$ cat config.mk
export PLATFORM = sky130hd
export DESIGN_NAME = depth_false_color_with_stats
export DESIGN_NICKNAME = d
export VERILOG_FILES = /design/src/sv/dfc_pkg.sv /design/src/sv/dfc_fifo.sv /design/src/sv/dfc_front.sv /design/src/sv/dfc_back.sv /design/src/sv/depth_false_color_with_stats.sv
export SDC_FILE = /design/constraint.sdc
export NUM_CORES = 2
export LEC_CHECK = 0
export ABC_AREA = 1
export BUFFER_PORTS_ARGS = -buffer_cell sky130_fd_sc_hd__buf_2
export CAP_MARGIN = 20
export CORE_MARGIN = 5
export CORE_UTILIZATION = 55
export CTS_CLUSTER_SIZE = 10
export DETAILED_ROUTE_END_ITERATION = 8
export PLACE_DENSITY = 0.71
export SLEW_MARGIN = 20
export SYNTH_ARGS = -nofsm -noshare
export SYNTH_HDL_FRONTEND = slang
export SYNTH_SLANG_ARGS = --single-unit
$ cat constraint.sdc
create_clock -name clk -period 9.4 [get_ports clk]
set_input_delay 0.47 -clock clk [delete_from_list [all_inputs] [get_ports clk]]
set_output_delay 0.47 -clock clk [all_outputs]
set_load 0.01 [all_outputs]
$ cat src/sv/dfc_pkg.sv
package dfc_pkg;

  // Defaults for the top-level parameters
  localparam int FRAME_PIXELS_LOG2_DEF   = 18;
  localparam int DEPTH_FRACTION_BITS_DEF = 4;

  // Field widths
  localparam int DEPTH_W = 20;
  localparam int MM_W    = 16;
  localparam int CH_W    = 8;
  localparam int CNT_W   = 19;
  localparam int SUM_W   = 38;
  localparam int SEC_W   = 3;

  // Fraction within one hue sector; sized for the largest sector
  // (1000 mm at eight fraction bits = 256000)
  localparam int FRAC_W   = 18;
  // floor(n * 255 / 2^F) stays below 255001
  localparam int SCALED_W = 18;

  // Divide by 1000: floor(v * 1048 / 2^20) is q or q - 1 for v < 2^18
  localparam int RECIP_1000  = 1048;
  localparam int RECIP_SHIFT = 20;
  localparam int SECTOR_MM   = 1000;

  // Queue depths (powers of two)
  localparam int MID_DEPTH = 4;
  localparam int OUT_DEPTH = 8;

  // Hue sectors
  localparam logic [SEC_W-1:0] SEC_RED   = 3'd0;  // red full, green rising
  localparam logic [SEC_W-1:0] SEC_YEL   = 3'd1;  // green full, red falling
  localparam logic [SEC_W-1:0] SEC_GREEN = 3'd2;  // green full, blue rising
  localparam logic [SEC_W-1:0] SEC_CYAN  = 3'd3;  // blue full, green falling
  localparam logic [SEC_W-1:0] SEC_BLUE  = 3'd4;  // blue full

  // Classified pixel from the front end
  typedef struct packed {
    logic [MM_W-1:0]    whole_mm;
    logic               valid;
    logic [SEC_W-1:0]   sector;
    logic [FRAC_W-1:0]  frac;
    logic [CNT_W-1:0]   count;
    logic [DEPTH_W-1:0] min_d;
    logic [DEPTH_W-1:0] max_d;
    logic [SUM_W-1:0]   sum;
    logic               last;
  } dfc_mid_t;

  // Finished result beat
  typedef struct packed {
    logic [MM_W-1:0]    whole_mm;
    logic [CH_W-1:0]    red;
    logic [CH_W-1:0]    green;
    logic [CH_W-1:0]    blue;
    logic [CNT_W-1:0]   valid_count;
    logic [DEPTH_W-1:0] min_depth;
    logic [DEPTH_W-1:0] max_depth;
    logic [SUM_W-1:0]   depth_sum;
    logic               frame_done;
  } dfc_res_t;

endpackage

$ cat src/sv/dfc_fifo.sv
module dfc_fifo import dfc_pkg::*; #(
  parameter int WIDTH = 8,
  parameter int DEPTH = 4
) (
  input  logic                       clk,
  input  logic                       rst_n,
  input  logic                       push,
  input  logic [WIDTH-1:0]           din,
  output logic                       full,
  input  logic                       pop,
  output logic [WIDTH-1:0]           dout,
  output logic                       empty,
  output logic [$clog2(DEPTH):0]     level
);

  localparam int AW = $clog2(DEPTH);

  logic [WIDTH-1:0] mem_r [DEPTH];
  logic [AW-1:0]    wr_ptr_r, wr_ptr_nxt;
  logic [AW-1:0]    rd_ptr_r, rd_ptr_nxt;
  logic [AW:0]      count_r, count_nxt;
  logic             do_push, do_pop;

  assign full    = (count_r == (AW+1)'(DEPTH));
  assign empty   = (count_r == '0);
  assign level   = count_r;
  assign dout    = mem_r[rd_ptr_r];
  assign do_push = push && !full;
  assign do_pop  = pop && !empty;

  always_comb begin
    wr_ptr_nxt = do_push ? wr_ptr_r + 1'b1 : wr_ptr_r;
    rd_ptr_nxt = do_pop ? rd_ptr_r + 1'b1 : rd_ptr_r;
    count_nxt  = count_r;
    if (do_push && !do_pop) begin
      count_nxt = count_r + 1'b1;
    end else if (do_pop && !do_push) begin
      count_nxt = count_r - 1'b1;
    end
  end

  always_ff @(posedge clk) begin
    if (!rst_n) begin
      wr_ptr_r <= '0;
      rd_ptr_r <= '0;
      count_r  <= '0;
    end else begin
      wr_ptr_r <= wr_ptr_nxt;
      rd_ptr_r <= rd_ptr_nxt;
      count_r  <= count_nxt;
    end
  end

  always_ff @(posedge clk) begin
    if (do_push) begin
      mem_r[wr_ptr_r] <= din;
    end
  end

endmodule

$ cat src/sv/dfc_front.sv
module dfc_front import dfc_pkg::*; #(
  parameter int FRAME_PIXELS_LOG2   = FRAME_PIXELS_LOG2_DEF,
  parameter int DEPTH_FRACTION_BITS = DEPTH_FRACTION_BITS_DEF
) (
  input  logic               clk,
  input  logic               rst_n,
  input  logic               push,
  input  logic [DEPTH_W-1:0] depth_q,
  input  logic               is_finite,
  input  logic               frame_last,
  input  logic               mid_full,
  output logic               mid_push,
  output dfc_mid_t           mid_ent
);

  localparam logic [DEPTH_W-1:0] Base  = DEPTH_W'(500 << DEPTH_FRACTION_BITS);
  localparam logic [DEPTH_W-1:0] Unit1 = DEPTH_W'(1000 << DEPTH_FRACTION_BITS);
  localparam logic [DEPTH_W-1:0] Unit2 = DEPTH_W'(2000 << DEPTH_FRACTION_BITS);
  localparam logic [DEPTH_W-1:0] Unit3 = DEPTH_W'(3000 << DEPTH_FRACTION_BITS);
  localparam logic [DEPTH_W-1:0] Unit4 = DEPTH_W'(4000 << DEPTH_FRACTION_BITS);
  localparam logic [CNT_W-1:0] CountLimit = (FRAME_PIXELS_LOG2 < CNT_W) ?
                                             CNT_W'(1 << FRAME_PIXELS_LOG2) :
                                             {CNT_W{1'b1}};

  logic [CNT_W-1:0]   count_r, count_nxt;
  logic [DEPTH_W-1:0] min_r, min_nxt;
  logic [DEPTH_W-1:0] max_r, max_nxt;
  logic [SUM_W-1:0]   sum_r, sum_nxt;

  logic               valid;
  logic [DEPTH_W-1:0] mm_full;
  logic [DEPTH_W-1:0] t_raw, t_clip, sec_base;
  logic [SEC_W-1:0]   sector;
  logic [CNT_W-1:0]   count_new;
  logic [DEPTH_W-1:0] min_new, max_new;
  logic [SUM_W:0]     sum_ext;
  logic [SUM_W-1:0]   sum_new;

  assign mid_push = push && !mid_full;
  assign valid    = is_finite && (depth_q != '0);
  assign mm_full  = depth_q >> DEPTH_FRACTION_BITS;

  // Hue sector and offset inside it
  always_comb begin
    t_raw  = (depth_q > Base) ? depth_q - Base : '0;
    t_clip = (t_raw > Unit4) ? Unit4 : t_raw;
    if (t_clip >= Unit4) begin
      sector = SEC_BLUE;  sec_base = Unit4;
    end else if (t_clip >= Unit3) begin
      sector = SEC_CYAN;  sec_base = Unit3;
    end else if (t_clip >= Unit2) begin
      sector = SEC_GREEN; sec_base = Unit2;
    end else if (t_clip >= Unit1) begin
      sector = SEC_YEL;   sec_base = Unit1;
    end else begin
      sector = SEC_RED;   sec_base = '0;
    end
  end

  // Running statistics including this pixel
  always_comb begin
    sum_ext   = {1'b0, sum_r} + (SUM_W+1)'(depth_q);
    count_new = count_r;
    min_new   = min_r;
    max_new   = max_r;
    sum_new   = sum_r;
    if (valid) begin
      if (count_r < CountLimit) begin
        count_new = count_r + 1'b1;
      end
      if (depth_q < min_r) begin
        min_new = depth_q;
      end
      if (depth_q > max_r) begin
        max_new = depth_q;
      end
      sum_new = sum_ext[SUM_W] ? {SUM_W{1'b1}} : sum_ext[SUM_W-1:0];
    end
  end

  always_comb begin
    mid_ent.whole_mm = '0;
    if (valid) begin
      mid_ent.whole_mm = (|mm_full[DEPTH_W-1:MM_W]) ? {MM_W{1'b1}} : mm_full[MM_W-1:0];
    end
    mid_ent.valid  = valid;
    mid_ent.sector = sector;
    mid_ent.frac   = FRAC_W'(t_clip - sec_base);
    mid_ent.count  = count_new;
    mid_ent.min_d  = (count_new != '0) ? min_new : '0;
    mid_ent.max_d  = max_new;
    mid_ent.sum    = sum_new;
    mid_ent.last   = frame_last;
  end

  always_comb begin
    count_nxt = count_r;
    min_nxt   = min_r;
    max_nxt   = max_r;
    sum_nxt   = sum_r;
    if (mid_push) begin
      if (frame_last) begin
        count_nxt = '0;
        min_nxt   = '1;
        max_nxt   = '0;
        sum_nxt   = '0;
      end else begin
        count_nxt = count_new;
        min_nxt   = min_new;
        max_nxt   = max_new;
        sum_nxt   = sum_new;
      end
    end
  end

  always_ff @(posedge clk) begin
    if (!rst_n) begin
      count_r <= '0;
      min_r   <= '1;
      max_r   <= '0;
      sum_r   <= '0;
    end else begin
      count_r <= count_nxt;
      min_r   <= min_nxt;
      max_r   <= max_nxt;
      sum_r   <= sum_nxt;
    end
  end

endmodule

$ cat src/sv/dfc_back.sv
module dfc_back import dfc_pkg::*; #(
  parameter int DEPTH_FRACTION_BITS = DEPTH_FRACTION_BITS_DEF
) (
  input  logic                       clk,
  input  logic                       rst_n,
  input  dfc_mid_t                   mid_ent,
  input  logic                       mid_empty,
  output logic                       mid_pop,
  input  logic [$clog2(OUT_DEPTH):0] out_level,
  output logic                       res_push,
  output dfc_res_t                   res
);

  localparam int LW = $clog2(OUT_DEPTH) + 2;
  localparam logic [FRAC_W-1:0] Unit = FRAC_W'(SECTOR_MM << DEPTH_FRACTION_BITS);

  logic                  a_vld_r, b_vld_r;
  dfc_mid_t              a_ent_r, b_ent_r;
  logic [SCALED_W-1:0]   a_scaled_r, b_scaled_r;
  logic [CH_W-1:0]       b_q0_r;

  logic [FRAC_W-1:0]     ramp;
  logic [FRAC_W+7:0]     ramp_prod;
  logic [SCALED_W+10:0]  est;
  logic [SCALED_W-1:0]   q0_back, rem;
  logic [CH_W-1:0]       x;
  logic [LW-1:0]         booked;

  // Credit: never launch more than the output queue can still hold
  assign booked  = LW'(out_level) + LW'(a_vld_r) + LW'(b_vld_r);
  assign mid_pop = !mid_empty && (booked < LW'(OUT_DEPTH));

  // Stage A: x * 2^F * 1000 scaled by 255, fraction bits dropped
  assign ramp      = mid_ent.sector[0] ? Unit - mid_ent.frac : mid_ent.frac;
  assign ramp_prod = (FRAC_W+8)'(ramp) * (FRAC_W+8)'(255);

  // Stage B: quotient estimate of the divide by 1000
  assign est = (SCALED_W+11)'(a_scaled_r) * (SCALED_W+11)'(RECIP_1000);

  // Output stage: one-step correction of the estimate
  assign q0_back = SCALED_W'(b_q0_r) * SCALED_W'(SECTOR_MM);
  assign rem     = b_scaled_r - q0_back;
  assign x       = (rem >= SCALED_W'(SECTOR_MM)) ? b_q0_r + 1'b1 : b_q0_r;

  always_ff @(posedge clk) begin
    if (!rst_n) begin
      a_vld_r <= 1'b0;
      b_vld_r <= 1'b0;
    end else begin
      a_vld_r <= mid_pop;
      b_vld_r <= a_vld_r;
    end
  end

  always_ff @(posedge clk) begin
    a_ent_r    <= mid_ent;
    a_scaled_r <= SCALED_W'(ramp_prod >> DEPTH_FRACTION_BITS);
    b_ent_r    <= a_ent_r;
    b_scaled_r <= a_scaled_r;
    b_q0_r     <= CH_W'(est >> RECIP_SHIFT);
  end

  assign res_push = b_vld_r;

  always_comb begin
    res.whole_mm    = b_ent_r.whole_mm;
    res.red         = '0;
    res.green       = '0;
    res.blue        = '0;
    res.valid_count = b_ent_r.count;
    res.min_depth   = b_ent_r.min_d;
    res.max_depth   = b_ent_r.max_d;
    res.depth_sum   = b_ent_r.sum;
    res.frame_done  = b_ent_r.last;
    if (b_ent_r.valid) begin
      case (b_ent_r.sector)
        SEC_RED: begin
          res.red = '1;  res.green = x;
        end
        SEC_YEL: begin
          res.red = x;   res.green = '1;
        end
        SEC_GREEN: begin
          res.green = '1; res.blue = x;
        end
        SEC_CYAN: begin
          res.green = x; res.blue = '1;
        end
        default: begin
          res.red = x;   res.blue = '1;
        end
      endcase
    end
  end

endmodule

$ cat src/sv/depth_false_color_with_stats.sv
// Depth false color with per-frame statistics.
//
// Input queue port: one depth pixel per beat (in_depth_q as unsigned Q with
// DEPTH_FRACTION_BITS fraction bits, in_is_finite, in_frame_last). A beat is
// taken on a clock edge with push high and full low.
// Result queue port: one result beat per pixel, in order. The oldest result
// sits on the out_* ports while empty is low and is consumed on an edge with
// pop high. Each result carries integer mm depth, an RGB false color and the
// running valid count / min / max / sum of the frame so far.
// Path: front end, middle queue, back-end stages A and B, result queue.
// Throughput: one pixel per clock, sustained, as long as pop keeps up; the
// statistics accumulators are registered in the front end.
// Stalls: the back end launches pixels only against slots in the 8-deep
// result queue not filled or booked by stages A and B; a 4-deep middle queue
// absorbs the front end, so full rises only once every slot of both is taken.
// Reset (rst_n low, synchronous) empties both queues and returns the
// statistics to their start values; the beat after frame_done starts fresh.
module depth_false_color_with_stats import dfc_pkg::*; #(
  parameter int FRAME_PIXELS_LOG2   = FRAME_PIXELS_LOG2_DEF,
  parameter int DEPTH_FRACTION_BITS = DEPTH_FRACTION_BITS_DEF
) (
  input  logic               clk,
  input  logic               rst_n,
  // pixel input
  input  logic               push,
  output logic               full,
  input  logic [DEPTH_W-1:0] in_depth_q,
  input  logic               in_is_finite,
  input  logic               in_frame_last,
  // result output
  output logic               empty,
  input  logic               pop,
  output logic [MM_W-1:0]    out_whole_mm,
  output logic [CH_W-1:0]    out_red,
  output logic [CH_W-1:0]    out_green,
  output logic [CH_W-1:0]    out_blue,
  output logic [CNT_W-1:0]   out_valid_count,
  output logic [DEPTH_W-1:0] out_min_depth,
  output logic [DEPTH_W-1:0] out_max_depth,
  output logic [SUM_W-1:0]   out_depth_sum,
  output logic               out_frame_done
);

  localparam int MidW = $bits(dfc_mid_t);
  localparam int ResW = $bits(dfc_res_t);

  // front end -> middle queue
  logic                        mid_push, mid_full, mid_empty, mid_pop;
  dfc_mid_t                    mid_in, mid_out;
  logic [$clog2(MID_DEPTH):0]  mid_level;

  // back end -> result queue
  logic                        res_push, res_full;
  dfc_res_t                    res_in, res_out;
  logic [$clog2(OUT_DEPTH):0]  res_level;

  assign full = mid_full;

  // Classify pixel, update running stats
  dfc_front #(
    .FRAME_PIXELS_LOG2   (FRAME_PIXELS_LOG2),
    .DEPTH_FRACTION_BITS (DEPTH_FRACTION_BITS)
  ) u_front (
    .clk        (clk),
    .rst_n      (rst_n),
    .push       (push),
    .depth_q    (in_depth_q),
    .is_finite  (in_is_finite),
    .frame_last (in_frame_last),
    .mid_full   (mid_full),
    .mid_push   (mid_push),
    .mid_ent    (mid_in)
  );

  // Decouples the stats loop from the color pipeline
  dfc_fifo #(
    .WIDTH (MidW),
    .DEPTH (MID_DEPTH)
  ) u_mid_q (
    .clk   (clk),
    .rst_n (rst_n),
    .push  (mid_push),
    .din   (mid_in),
    .full  (mid_full),
    .pop   (mid_pop),
    .dout  (mid_out),
    .empty (mid_empty),
    .level (mid_level)
  );

  // Color ramp: scale, divide by 1000, sector map
  dfc_back #(
    .DEPTH_FRACTION_BITS (DEPTH_FRACTION_BITS)
  ) u_back (
    .clk       (clk),
    .rst_n     (rst_n),
    .mid_ent   (mid_out),
    .mid_empty (mid_empty),
    .mid_pop   (mid_pop),
    .out_level (res_level),
    .res_push  (res_push),
    .res       (res_in)
  );

  // Result queue; never overflows thanks to the back-end credit check
  dfc_fifo #(
    .WIDTH (ResW),
    .DEPTH (OUT_DEPTH)
  ) u_res_q (
    .clk   (clk),
    .rst_n (rst_n),
    .push  (res_push),
    .din   (res_in),
    .full  (res_full),
    .pop   (pop),
    .dout  (res_out),
    .empty (empty),
    .level (res_level)
  );

  assign out_whole_mm    = res_out.whole_mm;
  assign out_red         = res_out.red;
  assign out_green       = res_out.green;
  assign out_blue        = res_out.blue;
  assign out_valid_count = res_out.valid_count;
  assign out_min_depth   = res_out.min_depth;
  assign out_max_depth   = res_out.max_depth;
  assign out_depth_sum   = res_out.depth_sum;
  assign out_frame_done  = res_out.frame_done;

endmodule

==> flow_metrics.py <==
metrics = {
    "worst_setup_path": {
        "cp.required_ns": 10.10,
        "worstPathArrival_ns": 7.80,
        "cp_max_fo": 69,
        "cp-start-kind": "flop",
        "rrSetupSlack_ns": 2.30,
        "crit_type": "flop to flop",
        "worst-r2r-cell-count": 26,
        "r2r_end": "u_back.a_scaled_r[11]",
        "cp-end-kind": "flop",
    },
    "worst_hold_path": {
        "hold_path_depth": 4,
        "hold_path.class": "input pin to flop",
        "hp-start": "pop",
    },
    "sta": {
        "skew_ns": 0.0399,
        "finalHoldViolations": 0,
        "max_clock_freq_mhz": 141,
        "finalSetupViolCount": 0,
        "fin_setup_tns_ns": 0,
        "rsz0062_at_grt": "no",
        "worst_pin_slew_ns": 1.10,
        "fin_crit_sh": 0.755,
        "period_minus_slack_ns": 7.10,
        "slew_headroom": 0.265,
        "slew_violations": 0,
    },
    "die": {
        "rows": 144,
        "die_w_um": 404,
        "coreArea_mm2": 0.154,
        "die_y_um": 404,
        "start_util": 0.553,
        "dieArea_mm2": 0.163,
        "pin_count": 166,
    },
    "routing": {
        "drtIter0Drc": 6281,
        "via_count": 55800,
        "drc": 0,
        "firstDrtPassIters": 5,
        "avgRoutedWirePerCell_um": 20.9,
        "ant_nets": 0,
        "wl_um": 203000,
        "viasPerCell": 5.74,
    },
    "synthesis": {
        "synth_edf_count": 1648,
        "async_reset_ff_frac": 0,
        "syn_nets": 7746,
        "synthFlopType": "edfxtp_1",
        "synth_cells": 7390,
        "syn_area_mm2": 0.0852,
        "ys.warnings.count": 0,
        "synth_area_leader_cell": "edfxtp_1",
        "synth.area.top_cells": "edfxtp_1 (58%), dfxtp_1 (9.3%), nor2_1 (6.3%), o21ai_0 (5.6%), ha_1 (3.2%)",
        "yosys_register_bits": 2046,
        "synth_commonest_cells": "edfxtp_1 (1648), nor2_1 (1421), o21ai_0 (950), nand2_1 (674), inv_1 (502)",
        "yosysMostFrequentCell": "edfxtp_1",
        "synth_cell_types": 57,
        "yosysSeqAreaShare": 0.674,
        "synth_top_area_share": 0.581,
        "postSynthAreaPerCell_um2": 11.5,
    },
    "global_routing": {
        "track_usage": 0.245,
        "grt_pass1_wl_um": 312000,
        "grt_overflow": 0,
        "grt_start_max_net_pins": 238,
        "grt_pass1_vias": 53900,
        "antenna_found_initial": 21,
    },
    "outcome": {
        "status": "finished clean",
    },
    "cts": {
        "cts_buffers": 226,
        "clock_sinks": 2046,
        "clk_latency_ns": 0.85,
        "cts_tree": "yes",
        "cts.clk_slew.worst_paths_ns": 0.06,
        "root_buffer": "clkbuf_16",
        "cts_max_level": 4,
        "postCtsSetupRepairBufs": 0,
        "cts_resized": 0,
        "cts_max_path_buffers": 3,
        "holdBufCountCts": 1,
    },
    "layout": {
        "area.growth.synth_to_final_pct": 11.2,
        "drive_gt1_frac": 0.0701,
        "nNetsFinal": 7827,
    },
    "placement": {
        "gp_congestion": 0.864,
        "port_buffers": 165,
        "hpwl_um": 116000,
    },
    "run": {
        "max_cap_viol_count": 0,
    },
}
==> layout make-up <==
| cell class | instances | area, um^2 |
|---|---|---|
| Fill cell | 11700 | 59300 |
| Clock buffer | 406 | 6340 |
| Tap cell | 2044 | 2560 |
| Inverter | 515 | 1960 |
| Sequential cell | 2046 | 57500 |
| Clock inverter | 25 | 475 |
| Antenna cell | 6 | 15.0 |
| Timing Repair Buffer | 216 | 1420 |
| Multi-Input combinational cell | 4466 | 24500 |
==> flip-flops by register name (all words and copies together) (netlist names), 3 cells and up, named ones only <==
register / cells
u_back.a_ent_r: 118
u_res_q.mem_r: 1104
u_mid_q.mem_r: 544
u_mid_q.level: 3
u_res_q.level: 4
u_res_q.wr_ptr_r: 3
u_back.a_scaled_r: 18
u_front.sum_r: 38
u_front.max_r: 20
u_front.count_r: 19
u_back.res: 114
u_back.b_scaled_r: 15
u_back.b_ent_r: 4
u_back.b_q0_r: 8
u_res_q.rd_ptr_r: 3
u_front.min_r: 20
==> placed cells by master, fill, tap and decap left out, drive strengths merged, types with 7 or more instances in the layout <==
| cell type | instances |
|---|---|
| buf | 215 |
| nor2 | 1433 |
| or2 | 17 |
| xor2 | 80 |
| edfxtp | 1648 |
| a211oi | 7 |
| dfxtp | 398 |
| ha | 216 |
| nand4 | 43 |
| fa | 114 |
| a21oi | 245 |
| o22ai | 259 |
| clkinv | 23 |
| nor3 | 33 |
| o21a | 7 |
| nand2 | 682 |
| o21ai | 963 |
| inv | 514 |
| a21o | 7 |
| clkbuf | 406 |
| xnor2 | 32 |
| a31oi | 143 |
| nand3b | 14 |
| o211ai | 12 |
| nand3 | 111 |
==> worst max-delay path, cell delays in order, from the launching register on <==
cell	delay (ns)
dfxtp_4	0.55
inv_6	0.48
nand2_1	0.10
a32oi_1	0.57
inv_1	0.13
ha_1	0.24
nand3_1	0.09
nand2_1	0.07
xnor2_1	0.38
inv_1	0.23
fa_1	0.55
inv_1	0.08
fa_1	0.51
fa_1	0.56
inv_1	0.06
fa_1	0.47
ha_1	0.37
a21oi_1	0.17
o21ai_0	0.14
or2_2	0.32
nand2_1	0.06
nand2_1	0.05
a21oi_1	0.25
o21ai_0	0.18
inv_1	0.10
o21ai_0	0.09
xor2_1	0.16
==> how the worst max path moves through the flow <==
stage	end	from	depth (start not counted)
floorplan	u_mid_q.mem_r[0][0]	u_mid_q.level[0]	6
global placement	u_back.a_scaled_r[11]	flop	28
detailed placement	u_back.a_scaled_r[11]	flop	26
CTS	u_back.a_scaled_r[11]	flop	26
global route	u_back.a_scaled_r[13]	flop	29
finish	u_back.a_scaled_r[11]	flop	26
==> per-layer routing <==
| layer | vias to the layer above | global-route usage | part of all wire |
|---|---|---|---|
| met5 | - | 0 | 0.00023 |
| met4 | 8 | 0.0646 | 0.021 |
| met3 | 307 | 0.0391 | 0.083 |
| met2 | 2176 | 0.382 | 0.46 |
| met1 | 27300 | 0.364 | 0.44 |
| li1 | 26100 | - | - |
==> logic make-up after synthesis <==
logic type,count (synthesis),share of synthesized area
adders and majority gates,330,0.0585
and+or+nand+nor,2348,0.110
DFF,2046,0.674
AOI/OAI and AO/OA,1676,0.107
buffers and inverters,878,0.0390
xor gates and xnor gates,112,0.0115
==> per-stage QoR <==
step / utilization / std cells / setup slack (ns) / area (um^2) / hold slack, ns
after floorplan: - / 7390 / 1.80 / 85200 / 0.310
after global placement: 0.571 / 9284 / 2.30 / 87900 / 0.312
after detailed placement: 0.571 / 9284 / 2.26 / 87900 / 0.312
after CTS: 0.615 / 9716 / 2.24 / 94700 / 0.0209
after global routing: 0.615 / 9719 / 1.65 / 94800 / 0.0707
final: 0.615 / 9724 / 2.30 / 94800 / 0.0757
Power is left out: the tool's default activity adds up to more than one toggle a clock period on the data nets, which glitch-free logic cannot reach.
